### config.mk
export PLATFORM = sky130hd
export DESIGN_NAME = mbpq_pending
export DESIGN_NICKNAME = d
export VERILOG_FILES = /design/src/sv/mbpq_pkg.sv /design/src/sv/mbpq_pending.sv
export SDC_FILE = /design/constraint.sdc
export NUM_CORES = 1
export LEC_CHECK = 0
export BUFFER_PORTS_ARGS = -buffer_cell sky130_fd_sc_hd__buf_2
export CORE_UTILIZATION = 30
export DETAILED_ROUTE_END_ITERATION = 16
export GPL_TIMING_DRIVEN = 1
export PLACE_DENSITY = 0.45
export SLEW_MARGIN = 10
export SYNTH_ARGS = -nofsm -noshare
export SYNTH_HDL_FRONTEND = slang
export SYNTH_SLANG_ARGS = --single-unit
### constraint.sdc
create_clock -name i_clk -period 3.7 [get_ports i_clk]
set_input_delay 0.555 -clock i_clk [delete_from_list [all_inputs] [get_ports i_clk]]
set_output_delay 0.555 -clock i_clk [all_outputs]
set_load 0.03 [all_outputs]
### src/sv/mbpq_pkg.sv
`timescale 1ns / 1ps
// ----------------------------------------------------------------------------
// Monotone bucket priority queue package
// Shared constants, operation codes, controller states and the command
// bundle for the pending-level bit array.
// ----------------------------------------------------------------------------
package mbpq_pkg;

    localparam int MBPQ_LEVELS    = 255;
    localparam int MBPQ_CAPACITY  = 16384;
    localparam int MBPQ_ITEM_BITS = 16;

    localparam int COST_W = 8;
    localparam int ITEM_W = 16;
    localparam int SCAN_G = 16;

    typedef enum logic [1:0] {
        OP_CLEAR = 2'd0,
        OP_PUSH  = 2'd1,
        OP_POP   = 2'd2,
        OP_NOP   = 2'd3
    } t_op;

    typedef enum logic [2:0] {
        ST_IDLE,
        ST_PUSH,
        ST_SCAN,
        ST_TAKE,
        ST_FETCH
    } t_state;

    typedef struct packed {
        logic clr_all;
        logic set;
        logic clr;
    } t_pend_cmd;

endpackage

### src/sv/mbpq_pending.sv
`timescale 1ns / 1ps
// ----------------------------------------------------------------------------
// Pending-level bit array
// One flag per cost level, cleared at reset, with a priority search over
// one group of levels per cycle at or above the lowest level.
// ----------------------------------------------------------------------------
module mbpq_pending import mbpq_pkg::*; #(
    parameter int LEVELS = MBPQ_LEVELS,
    localparam int LIW   = $clog2(LEVELS),
    localparam int LW    = $clog2(LEVELS + 1),
    localparam int NG    = (LEVELS + SCAN_G - 1) / SCAN_G,
    localparam int GW    = (NG > 1) ? $clog2(NG) : 1
) (
    input  logic           i_clk,
    input  logic           i_rst_n,
    input  t_pend_cmd      i_cmd,
    input  logic [LIW-1:0] i_idx,
    output logic           o_pend,
    input  logic [GW-1:0]  i_grp,
    input  logic [LW-1:0]  i_low,
    output logic           o_hit,
    output logic [LIW-1:0] o_hit_idx
);

    logic [LEVELS-1:0] r_pend;

    always_ff @(posedge i_clk) begin
        if (!i_rst_n || i_cmd.clr_all) begin
            r_pend <= '0;
        end else if (i_cmd.set) begin
            r_pend[i_idx] <= 1'b1;
        end else if (i_cmd.clr) begin
            r_pend[i_idx] <= 1'b0;
        end
    end

    assign o_pend = r_pend[i_idx];

    // The lowest qualifying level in the group wins.
    always_comb begin
        int lvl;
        o_hit     = 1'b0;
        o_hit_idx = '0;
        for (int j = SCAN_G - 1; j >= 0; j--) begin
            lvl = int'(i_grp) * SCAN_G + j;
            if (lvl < LEVELS && lvl >= int'(i_low) && r_pend[LIW'(lvl)]) begin
                o_hit     = 1'b1;
                o_hit_idx = LIW'(lvl);
            end
        end
    end

endmodule
==> impl_metrics.prom, run 1 <==
# TYPE chip_impl_metric gauge
chip_impl_info{name="status",value="complete, but fails checks"} 1
chip_impl_info{name="failed_checks",value="negative setup slack"} 1
chip_impl_metric{name="flow.area_growth_from_synthesis",unit="%"} 19.4
chip_impl_metric{name="peak_supply_drop",unit="V"} 0.000367
chip_impl_metric{name="globalRouteOverflowTotal",unit=""} 0
chip_impl_metric{name="global_route_wire_length_before_repair",unit="mm"} 90.8
chip_impl_metric{name="floorplan.die.height",unit="µm"} 223
chip_impl_metric{name="post_dp_cell_area",unit="µm²"} 16200
chip_impl_metric{name="final-max-slew-violation-count",unit=""} 0
chip_impl_metric{name="grt_start_max_net_pins",unit=""} 240
chip_impl_info{name="endpoint_kind",value="output port"} 1
chip_impl_metric{name="maxCapViolCount",unit=""} 0
chip_impl_metric{name="power-per-cell-area",unit="nW/µm²"} 382
chip_impl_info{name="cts_root_buf",value="clkbuf_16"} 1
chip_impl_info{name="timing.critical_path.from_type",value="flip-flop"} 1
chip_impl_metric{name="share_clk_of_total_power",unit="%"} 46.8
chip_impl_metric{name="synthesized_area_fraction_occupied_by_and_or_nand_nor_cells",unit="%"} 15.0
chip_impl_metric{name="drc",unit=""} 0
chip_impl_metric{name="cts_made_buffers",unit=""} 30
chip_impl_metric{name="final_cell_area",unit="µm²"} 17500
chip_impl_metric{name="totalNegativeSetupSlack",unit="ps"} -1340
chip_impl_metric{name="finalHoldViolCount",unit=""} 0
chip_impl_metric{name="die_width",unit="µm"} 223
chip_impl_metric{name="fraction_of_layout_instances_using_a_drive_strength_above_1",unit="%"} 25.1
chip_impl_metric{name="track_usage",unit="%"} 24.0
chip_impl_metric{name="cts_sinks",unit=""} 255
chip_impl_metric{name="power.share.switching",unit="%"} 26.5
chip_impl_metric{name="synth_edf_count",unit=""} 0
chip_impl_metric{name="fin_nets",unit=""} 1721
chip_impl_metric{name="routed_wirelength",unit="mm"} 60.2
chip_impl_info{name="dominant_combinational_cell_family_by_area_after_synthesis",value="multiplexers"} 1
chip_impl_metric{name="worst_endpoint_required_time",unit="ps"} 3140
chip_impl_metric{name="routabilityCongestion",unit=""} 0.921
chip_impl_metric{name="cts_hold_buffers",unit=""} 0
chip_impl_metric{name="worst_slew_margin_rel",unit="%"} 9.85
chip_impl_metric{name="register_area_share_after_synthesis",unit="%"} 34.9
chip_impl_metric{name="worst-path-buf-inv",unit=""} 1
chip_impl_info{name="cp_common_cell",value="mux4_2"} 1
chip_impl_metric{name="detailedRoute.firstPassIterationCount",unit=""} 5
chip_impl_metric{name="antenna_found_initial",unit=""} 1
chip_impl_metric{name="num_antenna_cells",unit=""} 0
chip_impl_metric{name="p_sw",unit="mW"} 1.77
chip_impl_metric{name="io_buffers",unit=""} 34
chip_impl_metric{name="synth-async-reset-ratio",unit="%"} 0
chip_impl_metric{name="timing_worst_slew_pin_value",unit="ps"} 1350
chip_impl_metric{name="power.share.combinational",unit="%"} 12.0
chip_impl_metric{name="synth.cell_area",unit="µm²"} 14600
chip_impl_metric{name="static-leakage-power",unit="nW"} 5.43
chip_impl_info{name="worst_hold_path_type",value="in2reg"} 1
chip_impl_metric{name="final_antenna_net_count",unit=""} 0
chip_impl_metric{name="postSynthRegisterBits",unit=""} 255
chip_impl_metric{name="arrival",unit="ps"} 3440
chip_impl_info{name="crit_path_top_delay_cell",value="mux4_2"} 1
chip_impl_metric{name="bufs_on_longest_clock_path",unit=""} 3
chip_impl_metric{name="number_of_rows_in_the_core_area",unit=""} 80
chip_impl_metric{name="critical_path_peak_fanout",unit=""} 5
chip_impl_info{name="path_class",value="reg2out"} 1
chip_impl_info{name="setup_repair_after_global_routing_missed_its_margin",value="yes"} 1
chip_impl_metric{name="fillers",unit=""} 4840
chip_impl_metric{name="layout_setup_ws",unit="ps"} -295
chip_impl_metric{name="htree_num_levels",unit=""} 1
chip_impl_metric{name="synthAdderAreaFrac",unit="%"} 0.428
chip_impl_metric{name="starting_density_of_the_core",unit="%"} 30.5
chip_impl_metric{name="hold-worst-slack",unit="ps"} 277
chip_impl_metric{name="synth-compound-area-share",unit="%"} 21.5
chip_impl_metric{name="ys.warnings.count",unit=""} 0
chip_impl_info{name="ys_top_cells_by_count",value="o21ai_0, a21oi_1, dfxtp_1"} 1
chip_impl_metric{name="max_freq",unit="GHz"} 0.250
chip_impl_metric{name="place.detailed.hpwl",unit="mm"} 42.3
chip_impl_metric{name="clk_pin_slew_worst_setup_hold_paths",unit="ps"} 60
chip_impl_metric{name="timing.final.crit_period",unit="ps"} 3990
chip_impl_metric{name="drt-initial-drc-count",unit=""} 1589
chip_impl_metric{name="yosys.cell_types.count",unit=""} 56
chip_impl_metric{name="synth_cells",unit=""} 1650
chip_impl_metric{name="drt-wirelength-per-cell",unit="µm"} 25.9
chip_impl_info{name="yosysMostFrequentCell",value="o21ai_0"} 1
chip_impl_metric{name="layout_worst_path_cycle_share",unit="%"} 108
chip_impl_info{name="cts_tree",value="done"} 1
chip_impl_metric{name="synth_fp_nets",unit=""} 1680
chip_impl_info{name="synth-main-ff-cell",value="dfxtp_1"} 1
chip_impl_metric{name="power.share.sequential",unit="%"} 41.1
chip_impl_metric{name="final.setup_skew",unit="ps"} 0
chip_impl_metric{name="die-area",unit="µm²"} 49700
chip_impl_metric{name="setup-violations-final",unit=""} 6
chip_impl_metric{name="post_synth_xor_area_fraction",unit="%"} 0
chip_impl_metric{name="postLayoutCoreUtil",unit="%"} 36.4
chip_impl_metric{name="power.internal",unit="mW"} 4.91
chip_impl_metric{name="core_area",unit="µm²"} 47900
chip_impl_metric{name="grt_pass1_vias",unit=""} 13800
chip_impl_metric{name="synthMuxAreaShare",unit="%"} 23.0
chip_impl_info{name="timing.critical_path.max_delay_family",value="simple AND/OR/NAND/NOR gates"} 1
chip_impl_metric{name="post-synth-top-area-fraction",unit="%"} 34.9
chip_impl_metric{name="number_of_ports_placed_on_the_die_boundary",unit=""} 35
chip_impl_metric{name="cpPeakStageDelay",unit="ps"} 510
chip_impl_info{name="synth.area.top_cells",value="dfxtp_1, mux4_2, o21ai_0, a21oi_1, nand3_1"} 1
chip_impl_metric{name="post_drt_via_cell_ratio",unit=""} 6.08
chip_impl_metric{name="clock_latency",unit="ps"} 570
chip_impl_info{name="synth_area_leader_cell",value="dfxtp_1"} 1
chip_impl_metric{name="route.vias.total",unit=""} 14200
chip_impl_info{name="path_cells",value="mux4_2 > mux4_2 > a21boi_4 > nor4_4 > nand4_1 > or4_4 > and2_4 > buf_6"} 1
chip_impl_metric{name="synth.avg_cell_area",unit="µm²"} 8.87
[routing by layer]
layer,part of all wire (%),global-route usage [%]
met1,44,32.3
met2,47,38.6
met3,6.4,4.54
met4,3.0,7.41
met5,0,0.0978
[layout by cell type, fill, tap and decap left out, types with 9 or more instances in the layout]
master     Yosys  layout
nand2_1       71      71
buf_12         0      14
buf_2         11      22
buf_6          2       9
o21ai_0      266     264
nand4_1       13      13
a22oi_1       17      16
buf_4          2     148
clkbuf_1     157       9
clkbuf_16      0      31
nand3_1      244     244
nor2b_1       11      10
dfxtp_1      255     249
a21oi_1      263     262
mux4_2       139     144
nor2_1        74      72
[worst reg2reg max path, stage by stage, from the launching register on]
cell,delay [ps]
dfxtp_1,440
o21ai_0,120
a21oi_1,160
[path summary, 6_finish.rpt]
kind,startpoint,endpoint,slack (ps),cells past startpoint
worst max register to register,flip-flop,flip-flop,2900,2
worst min register to register,flip-flop,flip-flop,490,2
worst min-delay path,i_cmd[1],flip-flop,280,3
worst max-delay path,flip-flop,o_hit_idx[5],-290,8
[repair_timing]
action | CTS | global route
resized for setup | 43 | 13
endpoints found under the hold margin | 0 | 0
pin swaps | 5 | 5
cloned | 0 | 0
buffers inserted | 2 | 6
setup endpoints to repair | 10 | 9
[kinds of logic (layout without fill, tap and decap cells)]
kind of cell    count (synthesis)  count (layout)
mux                           154             154
flops                         255             255
simple gates                  455             455
fa+ha+maj                       5               5
compound gates                590             590
buf+inv                       191             255
[through the flow]
step           total power, mW  std cells  setup slack, ps
2_1_floorplan             3.25       1650            -26.7
3_3_place_gp              3.56       2266             -339
3_5_place_dp              3.56       2266             -377
4_1_cts                   6.70       2323             -332
5_1_grt                   6.87       2329             -350
6_report                  6.68       2329             -295
[power by group through the flow]
stage	Combinational, mW	Clock [mW]	Sequential (mW)
2_1_floorplan	0.440	0	2.81
3_3_place_gp	0.750	0	2.81
3_5_place_dp	0.749	0	2.81
4_1_cts	0.779	3.17	2.75
5_1_grt	0.844	3.28	2.75
6_report	0.802	3.13	2.75
[layout make-up]
| cell class | instances | area, µm² | area share, % |
|---|---|---|---|
| clock buffers | 47 | 906 | 5.19 |
| clock inverters | 8 | 123 | 0.702 |
| multi-input cells | 1204 | 8920 | 51.1 |
| flip-flops and latches | 255 | 5110 | 29.3 |
| repair buffers | 194 | 1610 | 9.22 |
| well taps | 615 | 769 | 4.40 |
| inverters | 6 | 22.5 | 0.129 |
No activity file was read; power rests on OpenSTA's default activity.
==> run 2, diff against run 1 <==
Settings changed: CELL_PAD_IN_SITES_DETAIL_PLACEMENT set to 1, CELL_PAD_IN_SITES_GLOBAL_PLACEMENT set to 1, CORE_MARGIN set to 3, PLACE_DENSITY 0.45 to 0.55.
==> run 2 against run 1 <==
Cell area up 0.54%. The flow still finishes with violations (negative setup slack). Count of clock-buffer cells in the layout up 1. Highest routed layer unchanged. Clock skew unchanged. Critical path type unchanged. Flip-flop and latch count unchanged. Via count up 1.5%.
==> impl_metrics.prom, run 2 (synthesized netlist as in run 1, its figures left out) <==
# TYPE chip_impl_metric gauge
chip_impl_metric{name="power.share.switching",unit="%"} 27.0
chip_impl_metric{name="totalNegativeSetupSlack",unit="ps"} -1830
chip_impl_info{name="failed_checks",value="negative setup slack"} 1
chip_impl_metric{name="track_usage",unit="%"} 24.4
chip_impl_metric{name="drt-wirelength-per-cell",unit="µm"} 27.2
chip_impl_metric{name="worst_r2r_path_depth",unit=""} 3
chip_impl_metric{name="fillers",unit=""} 5493
chip_impl_metric{name="io_buffers",unit=""} 34
chip_impl_info{name="cts_tree",value="done"} 1
chip_impl_metric{name="post_dp_cell_area",unit="µm²"} 16100
chip_impl_info{name="cp_common_cell",value="mux4_2"} 1
chip_impl_metric{name="die_width",unit="µm"} 227
chip_impl_metric{name="fraction_of_layout_instances_using_a_drive_strength_above_1",unit="%"} 26.0
chip_impl_metric{name="cts_hold_buffers",unit=""} 0
chip_impl_metric{name="timing_worst_slew_pin_value",unit="ps"} 1080
chip_impl_metric{name="power.internal",unit="mW"} 4.84
chip_impl_metric{name="worst_endpoint_required_time",unit="ps"} 3140
chip_impl_metric{name="critical_path_peak_fanout",unit=""} 5
chip_impl_metric{name="final-max-slew-violation-count",unit=""} 0
chip_impl_info{name="setup_repair_after_global_routing_missed_its_margin",value="yes"} 1
chip_impl_metric{name="starting_density_of_the_core",unit="%"} 30.5
chip_impl_info{name="min-delay-start",value="i_cmd[1]"} 1
chip_impl_metric{name="p_sw",unit="mW"} 1.79
chip_impl_metric{name="power-per-cell-area",unit="nW/µm²"} 377
chip_impl_info{name="path_cells",value="mux4_2 > mux4_2 > o21a_4 > nor4_4 > nand4_1 > or4_4 > and2_4 > buf_6"} 1
chip_impl_metric{name="post_drt_via_cell_ratio",unit=""} 6.18
chip_impl_metric{name="maxCapViolCount",unit=""} 0
chip_impl_info{name="timing.critical_path.from_type",value="flip-flop"} 1
chip_impl_info{name="crit_path_top_delay_cell",value="or4_4"} 1
chip_impl_info{name="path_class",value="reg2out"} 1
chip_impl_info{name="mostFrequentLayoutCells",value="o21ai_0, a21oi_1, nand3_1"} 1
chip_impl_metric{name="place.detailed.hpwl",unit="mm"} 44.7
chip_impl_metric{name="finalHoldViolCount",unit=""} 0
chip_impl_metric{name="layout_worst_path_cycle_share",unit="%"} 111
chip_impl_metric{name="globalRouteOverflowTotal",unit=""} 0
chip_impl_metric{name="postLayoutCoreUtil",unit="%"} 36.6
chip_impl_metric{name="layout_setup_ws",unit="ps"} -394
chip_impl_metric{name="sequential_cell_area",unit="µm²"} 5120
chip_impl_metric{name="grt_start_max_net_pins",unit=""} 97
chip_impl_metric{name="final_cell_area",unit="µm²"} 17600
chip_impl_metric{name="static-leakage-power",unit="nW"} 5.49
chip_impl_metric{name="routed_wirelength",unit="mm"} 63.3
chip_impl_metric{name="peak_supply_drop",unit="V"} 0.000292
chip_impl_metric{name="fin_nets",unit=""} 1721
chip_impl_metric{name="power.share.sequential",unit="%"} 41.5
chip_impl_metric{name="antenna_found_initial",unit=""} 1
chip_impl_metric{name="power.share.combinational",unit="%"} 12.4
chip_impl_info{name="cts_root_buf",value="clkbuf_16"} 1
chip_impl_metric{name="core_area",unit="µm²"} 47900
chip_impl_metric{name="bufs_on_longest_clock_path",unit=""} 3
chip_impl_metric{name="route.vias.total",unit=""} 14400
chip_impl_metric{name="floorplan.die.height",unit="µm"} 227
chip_impl_info{name="endpoint_kind",value="output port"} 1
chip_impl_metric{name="cts_made_buffers",unit=""} 31
chip_impl_metric{name="drt-initial-drc-count",unit=""} 1309
chip_impl_metric{name="detailedRoute.firstPassIterationCount",unit=""} 5
chip_impl_metric{name="arrival",unit="ps"} 3540
chip_impl_metric{name="number_of_ports_placed_on_the_die_boundary",unit=""} 35
chip_impl_metric{name="drc",unit=""} 0
chip_impl_metric{name="flow.area_growth_from_synthesis",unit="%"} 20.1
chip_impl_metric{name="global_route_wire_length_before_repair",unit="mm"} 95.3
chip_impl_metric{name="grt_pass1_vias",unit=""} 14400
chip_impl_metric{name="routabilityCongestion",unit=""} 0.934
chip_impl_metric{name="count_of_cells_along_the_worst_hold_path",unit=""} 3
chip_impl_metric{name="share_clk_of_total_power",unit="%"} 46.1
chip_impl_metric{name="htree_num_levels",unit=""} 1
chip_impl_info{name="worst_hold_path_type",value="in2reg"} 1
chip_impl_metric{name="clock_latency",unit="ps"} 570
chip_impl_metric{name="setup-violations-final",unit=""} 7
chip_impl_metric{name="timing.final.crit_period",unit="ps"} 4090
chip_impl_metric{name="number_of_rows_in_the_core_area",unit=""} 80
chip_impl_metric{name="clk_pin_slew_worst_setup_hold_paths",unit="ps"} 60
chip_impl_metric{name="final.setup_skew",unit="ps"} 0
chip_impl_info{name="status",value="complete, but fails checks"} 1
chip_impl_metric{name="num_antenna_cells",unit=""} 0
chip_impl_metric{name="final_antenna_net_count",unit=""} 0
chip_impl_info{name="layout_commonest_cell",value="o21ai_0"} 1
chip_impl_metric{name="multi_input_combinational_cell_area",unit="µm²"} 8960
chip_impl_metric{name="die-area",unit="µm²"} 51400
chip_impl_metric{name="cts_sinks",unit=""} 255
chip_impl_metric{name="worst_slew_margin_rel",unit="%"} 27.7
chip_impl_metric{name="cpPeakStageDelay",unit="ps"} 600
chip_impl_metric{name="max_freq",unit="GHz"} 0.244
chip_impl_metric{name="minimum_setup_slack_among_reg_to_reg_paths",unit="ps"} 2880
run 2: worst max path at each step:
stage                          from           end  slack, ps
after global routing      flip-flop  o_hit_idx[7]       -450
after floorplan            i_grp[0]  o_hit_idx[4]        -30
after CTS                 flip-flop  o_hit_idx[7]       -350
after global placement     i_grp[0]  o_hit_idx[5]       -300
final                     flip-flop  o_hit_idx[7]       -390
after detailed placement   i_grp[0]  o_hit_idx[5]       -360
run 2: cell type report:
type                            instances  area share [%]
Clock inverter                          7           0.370
Inverter                                6           0.128
Clock buffer                           48            5.35
Sequential cell                       255            29.2
Tap cell                              615            4.38
Timing Repair Buffer                  193            9.59
Multi-Input combinational cell       1204            51.0
run 2: stage by stage:
stage          hold slack, ps  setup slack [ps]  instances  power [mW]
2_1_floorplan             459             -26.7       1650        3.25
3_3_place_gp              475              -298       2249        3.55
3_5_place_dp              483              -364       2249        3.56
4_1_cts                   439              -354       2312        6.66
5_1_grt                   485              -454       2328        6.84
6_report                  449              -394       2328        6.62
run 2: power by group through the flow:
stage	Clock, mW	Sequential, mW	Combinational [mW]
CTS	3.11	2.75	0.796
detailed placement	0	2.81	0.751
finish	3.05	2.75	0.822
global route	3.22	2.75	0.872
floorplan	0	2.81	0.440
global placement	0	2.81	0.745
run 2: layer usage:
metal | GRT usage (%) | vias up | wire length (µm)
met3 | 3.73 | 121 | 3590
met2 | 40.0 | 483 | 30100
met4 | 8.64 | 0 | 2390
met1 | 32.7 | 7468 | 27200
li1 | - | 6304 | -
met5 | 0 | - | 0
run 2: critical path: cells and delay by family (launching register included):
kind                   cells  cell delay, ps
and+or+nand+nor            4            1290
AOI/OAI and AO/OA          1             160
buffers and inverters      1             130
muxes                      2            1040
DFF                        1             350
run 2: repair_timing:
item                       CTS  global route
gates cloned                 1             0
pin swaps                   10            10
buffers inserted             8            17
setup endpoints to repair   10            10
gates resized for setup     54            20
